--- src/design/sgr_pkg.sv ---
// ----------------------------------------------------------------------------
// sgr_pkg
// Shared constants, result kinds and color tables for the SGR color parser.
// ----------------------------------------------------------------------------
package sgr_pkg;

  localparam logic [7:0] CH_ESC      = 8'h1B;
  localparam logic [7:0] CH_LBRACKET = 8'h5B;
  localparam logic [7:0] CH_SEMI     = 8'h3B;
  localparam logic [7:0] CH_FINAL_M  = 8'h6D;
  localparam logic [7:0] CH_ZERO     = 8'h30;
  localparam logic [7:0] CH_NINE     = 8'h39;
  localparam logic [7:0] CH_SUB      = 8'h7F;
  localparam logic [7:0] CH_PRINT_LO = 8'h20;
  localparam logic [7:0] CH_HIGH     = 8'h80;

  localparam logic [31:0] RESET_FG = 32'hFFA6A6A6;
  localparam logic [31:0] RESET_BG = 32'hFF181818;

  typedef enum logic [1:0] {
    KIND_PRINT = 2'd0,
    KIND_CTRL  = 2'd1,
    KIND_STOP  = 2'd2
  } char_kind_t;

  // Normal palette, shared by the foreground and background codes.
  function automatic logic [31:0] normal_color(input logic [3:0] idx);
    logic [31:0] c;
    case (idx)
      4'd0: c = 32'hFF181818;
      4'd1: c = 32'hFFA61010;
      4'd2: c = 32'hFF10A610;
      4'd3: c = 32'hFFA66010;
      4'd4: c = 32'hFF1010A6;
      4'd5: c = 32'hFFA610A6;
      4'd6: c = 32'hFF10A6A6;
      4'd7: c = 32'hFFA6A6A6;
      default: c = 32'hFFFFFFFF;
    endcase
    return c;
  endfunction

  function automatic logic [31:0] bright_color(input logic [3:0] idx);
    logic [31:0] c;
    case (idx)
      4'd0: c = 32'hFF323232;
      4'd1: c = 32'hFFD01010;
      4'd2: c = 32'hFF10D010;
      4'd3: c = 32'hFFD0D010;
      4'd4: c = 32'hFF1060D0;
      4'd5: c = 32'hFFD010D0;
      4'd6: c = 32'hFF10D0D0;
      4'd7: c = 32'hFFD0D0D0;
      default: c = 32'hFFFFFFFF;
    endcase
    return c;
  endfunction

  function automatic logic touches_fg(input logic [7:0] v);
    return v inside {8'd0, [8'd30:8'd38], [8'd90:8'd98]};
  endfunction

  function automatic logic touches_bg(input logic [7:0] v);
    return v inside {8'd0, [8'd40:8'd48]};
  endfunction

  // Foreground selected by a code; the caller only passes codes that touch it.
  function automatic logic [31:0] fg_of(input logic [7:0] v, input logic [31:0] dflt);
    logic [31:0] c;
    logic [7:0]  d;
    d = 8'd0;
    if (v == 8'd0) begin
      c = dflt;
    end else if (v >= 8'd90) begin
      d = v - 8'd90;
      c = bright_color(d[3:0]);
    end else begin
      d = v - 8'd30;
      c = normal_color(d[3:0]);
    end
    return c;
  endfunction

  function automatic logic [31:0] bg_of(input logic [7:0] v, input logic [31:0] dflt);
    logic [31:0] c;
    logic [7:0]  d;
    d = v - 8'd40;
    if (v == 8'd0) begin
      c = dflt;
    end else begin
      c = normal_color(d[3:0]);
    end
    return c;
  endfunction

endpackage

--- src/design/ansi_sgr_color_parser.sv ---
// ----------------------------------------------------------------------------
// ansi_sgr_color_parser
// Byte stream parser for ANSI SGR color sequences with colored character output.
// ----------------------------------------------------------------------------
// Usage:
//   Raw terminal output enters one byte per word on the s_* stream. Bytes that
//   belong to an ESC [ ... sequence, and ESC bytes, are consumed silently;
//   every other byte yields one word on the m_* stream carrying the display
//   code, its kind on m_tuser, and the foreground and background colors in
//   force at that byte. The final 'm' of a sequence updates the colors for
//   the bytes that follow. The result of an accepted byte is registered and
//   shows on the m_* side right after the edge that accepts it. Throughput is
//   one byte per cycle while the receiver keeps up; all the per-byte work is
//   a small state update between the input handshake and the output register.
//   The parameters of a sequence are folded as they arrive: only the first
//   parameter that touches each color is kept, which is the one that wins when
//   the list is applied from last to first. No parameter list is stored.
//   While the receiver stalls, the output register holds its word and s_tready
//   stays low until the word is taken (or is taken in the same cycle).
//   Reset (rst, synchronous) empties the output register, leaves any sequence,
//   and loads both colors and both default registers with their reset values.
//   The default color registers are written over the APB port at 0x0 and 0x4;
//   a write changes only what a later parameter 0 restores.
// ----------------------------------------------------------------------------
module ansi_sgr_color_parser #(
  parameter int MAX_PARAMS = 5
) (
  input  logic        clk,
  input  logic        rst,
  // Input stream. s_tdata: [7:0] in_byte.
  input  logic        s_tvalid,
  output logic        s_tready,
  input  logic [7:0]  s_tdata,
  // Output stream. m_tdata: [7:0] char_code, [39:8] fg_color, [71:40] bg_color_out.
  output logic        m_tvalid,
  input  logic        m_tready,
  output logic [71:0] m_tdata,
  // m_tuser: [1:0] char_kind.
  output logic [1:0]  m_tuser,
  // Configuration port.
  input  logic        psel,
  input  logic        penable,
  input  logic        pwrite,
  input  logic [2:0]  paddr,
  input  logic [31:0] pwdata,
  output logic [31:0] prdata,
  output logic        pready
);

  // Counter width for completed parameters; it counts up to MAX_PARAMS - 1.
  localparam int CW = (MAX_PARAMS > 1) ? $clog2(MAX_PARAMS) : 1;
  localparam logic [CW:0] MAX_P = (CW + 1)'(MAX_PARAMS);

  typedef enum logic [1:0] {
    PH_IDLE  = 2'd0,
    PH_ESC   = 2'd1,
    PH_PARAM = 2'd2
  } phase_t;

  phase_t        phase, phase_next;
  logic [CW-1:0] param_count, param_count_next;
  logic [7:0]    current_value, current_value_next;
  // First parameter of the running list that touches each color.
  logic          fg_hit, fg_hit_next;
  logic [7:0]    fg_code, fg_code_next;
  logic          bg_hit, bg_hit_next;
  logic [7:0]    bg_code, bg_code_next;
  logic [31:0]   cur_fg, cur_fg_next;
  logic [31:0]   cur_bg, cur_bg_next;
  logic [31:0]   default_fg;
  logic [31:0]   default_bg;

  logic          accept;
  logic          emit;
  logic [7:0]    out_code;
  logic [1:0]    out_kind;
  logic [11:0]   acc_wide;
  logic [7:0]    fg_pick;
  logic [7:0]    bg_pick;
  logic          fg_apply;
  logic          bg_apply;
  logic          cfg_write;

  assign s_tready  = !m_tvalid || m_tready;
  assign accept    = s_tvalid && s_tready;
  assign pready    = 1'b1;
  assign cfg_write = psel && penable && pwrite;
  assign prdata    = paddr[2] ? default_bg : default_fg;

  // Decimal accumulate with saturation at 255.
  assign acc_wide = ({4'd0, current_value} * 12'd10) + {4'd0, s_tdata - sgr_pkg::CH_ZERO};

  // On the final byte the stored first hit wins, else the last parameter counts.
  assign fg_pick  = fg_hit ? fg_code : current_value;
  assign bg_pick  = bg_hit ? bg_code : current_value;
  assign fg_apply = fg_hit || sgr_pkg::touches_fg(current_value);
  assign bg_apply = bg_hit || sgr_pkg::touches_bg(current_value);

  always_comb begin
    phase_next         = phase;
    param_count_next   = param_count;
    current_value_next = current_value;
    fg_hit_next        = fg_hit;
    fg_code_next       = fg_code;
    bg_hit_next        = bg_hit;
    bg_code_next       = bg_code;
    cur_fg_next        = cur_fg;
    cur_bg_next        = cur_bg;
    emit               = 1'b0;
    out_code           = 8'd0;
    out_kind           = sgr_pkg::KIND_STOP;

    if (phase == PH_PARAM) begin
      if (s_tdata >= sgr_pkg::CH_ZERO && s_tdata <= sgr_pkg::CH_NINE) begin
        current_value_next = (acc_wide > 12'd255) ? 8'd255 : acc_wide[7:0];
      end else if (s_tdata == sgr_pkg::CH_SEMI && ({1'b0, param_count} + 1'b1) < MAX_P) begin
        if (!fg_hit && sgr_pkg::touches_fg(current_value)) begin
          fg_hit_next  = 1'b1;
          fg_code_next = current_value;
        end
        if (!bg_hit && sgr_pkg::touches_bg(current_value)) begin
          bg_hit_next  = 1'b1;
          bg_code_next = current_value;
        end
        param_count_next   = param_count + 1'b1;
        current_value_next = 8'd0;
      end else begin
        // A separator past MAX_PARAMS parameters, or any byte but 'm', ends the list unapplied.
        if (s_tdata == sgr_pkg::CH_FINAL_M) begin
          if (fg_apply) begin
            cur_fg_next = sgr_pkg::fg_of(fg_pick, default_fg);
          end
          if (bg_apply) begin
            cur_bg_next = sgr_pkg::bg_of(bg_pick, default_bg);
          end
        end
        phase_next         = PH_IDLE;
        param_count_next   = '0;
        current_value_next = 8'd0;
      end
    end else if (phase == PH_ESC && s_tdata == sgr_pkg::CH_LBRACKET) begin
      phase_next         = PH_PARAM;
      param_count_next   = '0;
      current_value_next = 8'd0;
      fg_hit_next        = 1'b0;
      bg_hit_next        = 1'b0;
    end else if (s_tdata == sgr_pkg::CH_ESC) begin
      phase_next = PH_ESC;
    end else begin
      // Ordinary byte, including the byte after an ESC that is not a bracket.
      phase_next = PH_IDLE;
      emit       = 1'b1;
      if (s_tdata == 8'd0 || s_tdata >= sgr_pkg::CH_HIGH) begin
        out_code = 8'd0;
        out_kind = sgr_pkg::KIND_STOP;
      end else if (s_tdata >= sgr_pkg::CH_PRINT_LO) begin
        out_code = s_tdata;
        out_kind = sgr_pkg::KIND_PRINT;
      end else begin
        out_code = sgr_pkg::CH_SUB;
        out_kind = sgr_pkg::KIND_CTRL;
      end
    end
  end

  always_ff @(posedge clk) begin
    if (rst) begin
      phase         <= PH_IDLE;
      param_count   <= '0;
      current_value <= 8'd0;
      fg_hit        <= 1'b0;
      fg_code       <= 8'd0;
      bg_hit        <= 1'b0;
      bg_code       <= 8'd0;
      cur_fg        <= sgr_pkg::RESET_FG;
      cur_bg        <= sgr_pkg::RESET_BG;
      default_fg    <= sgr_pkg::RESET_FG;
      default_bg    <= sgr_pkg::RESET_BG;
      m_tvalid      <= 1'b0;
    end else begin
      if (cfg_write) begin
        if (paddr[2]) begin
          default_bg <= pwdata;
        end else begin
          default_fg <= pwdata;
        end
      end
      // A new word loads the output register; otherwise a taken word empties it.
      if (accept && emit) begin
        m_tvalid <= 1'b1;
      end else if (m_tready) begin
        m_tvalid <= 1'b0;
      end
      if (accept) begin
        phase         <= phase_next;
        param_count   <= param_count_next;
        current_value <= current_value_next;
        fg_hit        <= fg_hit_next;
        fg_code       <= fg_code_next;
        bg_hit        <= bg_hit_next;
        bg_code       <= bg_code_next;
        cur_fg        <= cur_fg_next;
        cur_bg        <= cur_bg_next;
      end
    end
    // Payload of the output register; the colors are those before this byte.
    if (accept && emit) begin
      m_tdata <= {cur_bg, cur_fg, out_code};
      m_tuser <= out_kind;
    end
  end

endmodule
--- config.mk ---
export PLATFORM = sky130hd
export DESIGN_NAME = ansi_sgr_color_parser
export DESIGN_NICKNAME = d
export VERILOG_FILES = /design/src/design/sgr_pkg.sv /design/src/design/ansi_sgr_color_parser.sv
export SDC_FILE = /design/constraint.sdc
export NUM_CORES = 1
export LEC_CHECK = 0
export ABC_CLOCK_PERIOD_IN_PS = 8200
export BUFFER_PORTS_ARGS = -buffer_cell sky130_fd_sc_hd__buf_4
export CAP_MARGIN = 10
export CELL_PAD_IN_SITES_DETAIL_PLACEMENT = 1
export CELL_PAD_IN_SITES_GLOBAL_PLACEMENT = 1
export CORE_UTILIZATION = 47
export DETAILED_ROUTE_END_ITERATION = 6
export PLACE_DENSITY = 0.89
export SETUP_SLACK_MARGIN = 0.1
export SYNTH_ARGS = -nofsm -noshare
export SYNTH_HDL_FRONTEND = slang
export SYNTH_SLANG_ARGS = --single-unit
--- constraint.sdc ---
create_clock -name clk -period 8.2 [get_ports clk]
set_clock_uncertainty 0.2 [all_clocks]
set_input_delay 0.41 -clock clk [delete_from_list [all_inputs] [get_ports clk]]
set_output_delay 0.41 -clock clk [all_outputs]
set_load 0.005 [all_outputs]
==> flow_summary.json <==
{
  "ios": 159,
  "grt-ovfl-total": 0,
  "worstSetupPathType": "reg2reg",
  "timing.final.crit_share": 0.498,
  "tightest_slew_ns": 1.21,
  "maxCapViolCount": 0,
  "post-cts-setup-buffers": 0,
  "synth_area_leaders": "dfxtp_1, edfxtp_1, nand2_1",
  "netlist_area_um2": 10400,
  "ys_async_sr_fraction": 0,
  "finalWirelength_mm": 35.2,
  "startpoint": "current_value[1]",
  "period_minus_slack_ns": 4.08,
  "slew_headroom": 0.194,
  "design.core.area_um2": 21800,
  "antenna_found_initial": 1,
  "fin_ws_ns": 4.12,
  "clk-insertion-delay-late_ns": 0.56,
  "critPathArrivalTime_ns": 4.29,
  "clkTransAtPathRegs_ns": 0.06,
  "cts.sinks": 234,
  "cts_buffers": 26,
  "ant_nets": 0,
  "p_per_area_nw_per_um2": 204,
  "syn_avg_cell_area_um2": 9.84,
  "die_h_um": 151,
  "grt_pass1_wl_mm": 53.8,
  "timing.rr.end": "current_value[2]",
  "track_usage": 0.311,
  "layoutNonFillerInstCount": 1518,
  "rrSetupSlack_ns": 4.12,
  "rows": 54,
  "synthMuxAreaShare": 0.0597,
  "netlist.area_leader.share": 0.307,
  "clock_path_buffers": 3,
  "wl_per_cell_um": 23.2,
  "synth_edf_count": 74,
  "place_hpwl_mm": 21.2,
  "grt_pass1_vias": 9489,
  "final.setup.tns_ns": 0,
  "cp.required_ns": 8.41,
  "slew_viol_final": 0,
  "dp.cells": 1436,
  "yosys.cell_types.count": 72,
  "power_uw": 2630,
  "drt-initial-drc-count": 736,
  "hold_class": "in2reg",
  "yosysTopAreaCell": "dfxtp_1",
  "place_ws_ns": 4.25,
  "drive_gt1_frac": 0.207,
  "areaGrowthSynthToFinish_pct": 23.7,
  "synth_cells": 1061,
  "synth_xor_area_frac": 0.0117,
  "ys_seq_area_frac": 0.520,
  "synthAdderAreaFrac": 0.0383,
  "grt_setup_unrepaired": "false",
  "portBuffers": 155,
  "synth_top_family_by_area": "simple AND/OR/NAND/NOR gates",
  "status": "completed",
  "yosysWarnings": 0,
  "die_area_um2": 22800,
  "synth_nets": 1141,
  "fin_nets": 1297,
  "peakVddDrop_uv": 135,
  "drc": 0,
  "start_util": 0.478,
  "fp.dieW_um": 151,
  "num_vias": 9082,
  "grt_max_degree": 109,
  "r2r_cells": 10,
  "cts.htree.levels": 1,
  "synth_compound_area_frac": 0.151,
  "hold_viol_final": 0,
  "leakagePower_uw": 0.00503,
  "worstReg2RegStart": "current_value[1]",
  "place_congestion": 0.868,
  "fmax_mhz": 245,
  "path_max_fanout": 17,
  "synth_simple_gate_area_share": 0.184,
  "finalSetupViolCount": 0,
  "worstSetupEndpoint": "current_value[2]",
  "synth_seq_cells": 234,
  "viasPerCell": 5.98,
  "firstDrtPassIters": 5,
  "fin_hold_ws_ns": 0.0243,
  "cp-end-kind": "flip-flop",
  "cts-root-buf": "clkbuf_16",
  "cp-start-kind": "flip-flop",
  "cts_tree": "built",
  "synth_flop_cell": "dfxtp_1"
}
worst min-delay path by stage:
stage / from / endpoint / depth (start not counted)
2_1_floorplan: cur_fg[24] / m_tdata[32] / 0
3_3_place_gp: cur_fg[29] / m_tdata[37] / 0
3_5_place_dp: cur_fg[31] / m_tdata[39] / 0
4_1_cts: s_tvalid / phase[1] / 3
5_1_grt: s_tdata[5] / m_tdata[6] / 2
6_report: s_tvalid / phase[1] / 3
power breakdown:
part | switching [µW] | internal (µW) | leakage [µW]
clock network | 497 | 690 | 0.000425
logic | 117 | 89.4 | 0.00269
registers | 17.7 | 1220 | 0.00191
total | 631 | 2000 | 0.00503
area by class of cell:
| cell class | count | area (µm²) |
|---|---|---|
| diodes | 2 | 5.00 |
| clock buffers | 38 | 778 |
| clock inverters | 9 | 80.1 |
| fillers | 2436 | 8910 |
| inverters | 16 | 60.1 |
| multi-input cells | 742 | 4650 |
| flip-flops and latches | 234 | 5430 |
| well taps | 280 | 350 |
| repair buffers | 197 | 1560 |
cell usage in the layout (no fill, tap or decap), types with 6 or more instances in the layout:
cell type	count
mux2i_1	24
nand2b_1	20
nor2_1	74
nand3_1	8
ha_1	28
a211oi_1	24
xor2_1	7
clkbuf_16	28
dlygate4sd3_1	33
inv_1	15
clkbuf_1	6
or3_1	9
dfxtp_1	160
nor3_1	35
a21o_1	16
nand3b_1	37
buf_4	164
a211o_1	7
xnor2_1	7
o21ai_0	24
edfxtp_1	74
mux2_2	34
o21bai_1	10
a21oi_1	82
o211ai_1	21
nor4_1	9
nand2_1	184
sequential cells by signal, summed over array words and instances, names as in the netlist, 3 cells and up:
signal,flops
default_fg,32
current_value,8
m_tdata,72
param_count,3
cur_fg,32
default_bg,32
bg_code,8
cur_bg,32
fg_code,8
critical path: stages (launching register included):
cell and delay [ns]:
dfxtp_1 0.81, ha_1 0.36, ha_1 0.24, fa_1 0.46, ha_1 0.33, o21ai_0 0.10
o21bai_1 0.09, a21oi_1 0.22, or4b_2 0.72, a211oi_1 0.31, o21ai_0 0.12
metal layers:
metal | track usage | share of wire
met1 | 0.389 | 0.41
met2 | 0.516 | 0.48
met3 | 0.0554 | 0.063
met4 | 0.152 | 0.050
met5 | 0 | 0
cell families (layout without fill, tap and decap cells):
kind of cell               count (synthesis)  after routing
DFF                                      234            234
other                                      2              4
xor gates and xnor gates                  14             14
AOI/OAI and AO/OA                        232            232
adders and majority gates                 31             31
muxes                                     58             58
buffers and inverters                     85            260
and+or+nand+nor                          405            405
Yosys cell counts, types with 4 or more instances:
| library cell | number |
|---|---|
| xnor2_1 | 7 |
| a21oi_1 | 82 |
| o211ai_1 | 21 |
| o21ai_0 | 24 |
| clkbuf_1 | 36 |
| buf_1 | 7 |
| nand3_1 | 8 |
| and3b_1 | 4 |
| nor4_1 | 9 |
| a211oi_1 | 24 |
| nor3_1 | 35 |
| mux2_2 | 34 |
| a211o_1 | 7 |
| nand3b_1 | 37 |
| nor2_1 | 76 |
| xor2_1 | 7 |
| a221oi_1 | 4 |
| edfxtp_1 | 74 |
| nand2b_1 | 20 |
| nor2b_1 | 5 |
| a22oi_1 | 5 |
| buf_4 | 5 |
| ha_1 | 28 |
| a31oi_1 | 5 |
| dfxtp_1 | 160 |
| nor3b_1 | 4 |
| a21o_1 | 16 |
| inv_1 | 16 |
| nand2_1 | 184 |
| or3_1 | 9 |
| o21bai_1 | 10 |
| buf_2 | 20 |
| mux2i_1 | 24 |
per-stage QoR:
stage	utilization	instance area, µm²
after floorplan	-	10400
after global placement	0.537	11700
after detailed placement	0.537	11700
after CTS	0.591	12900
after global routing	0.592	12900
final	0.592	12900
repair_timing:
| item | CTS | global route |
|---|---|---|
| hold buffers | 33 | 0 |
| gates resized for setup | 0 | 0 |
| endpoints found under the hold margin | 65 | 0 |
Note: power is estimated with default switching activity, not from simulation.
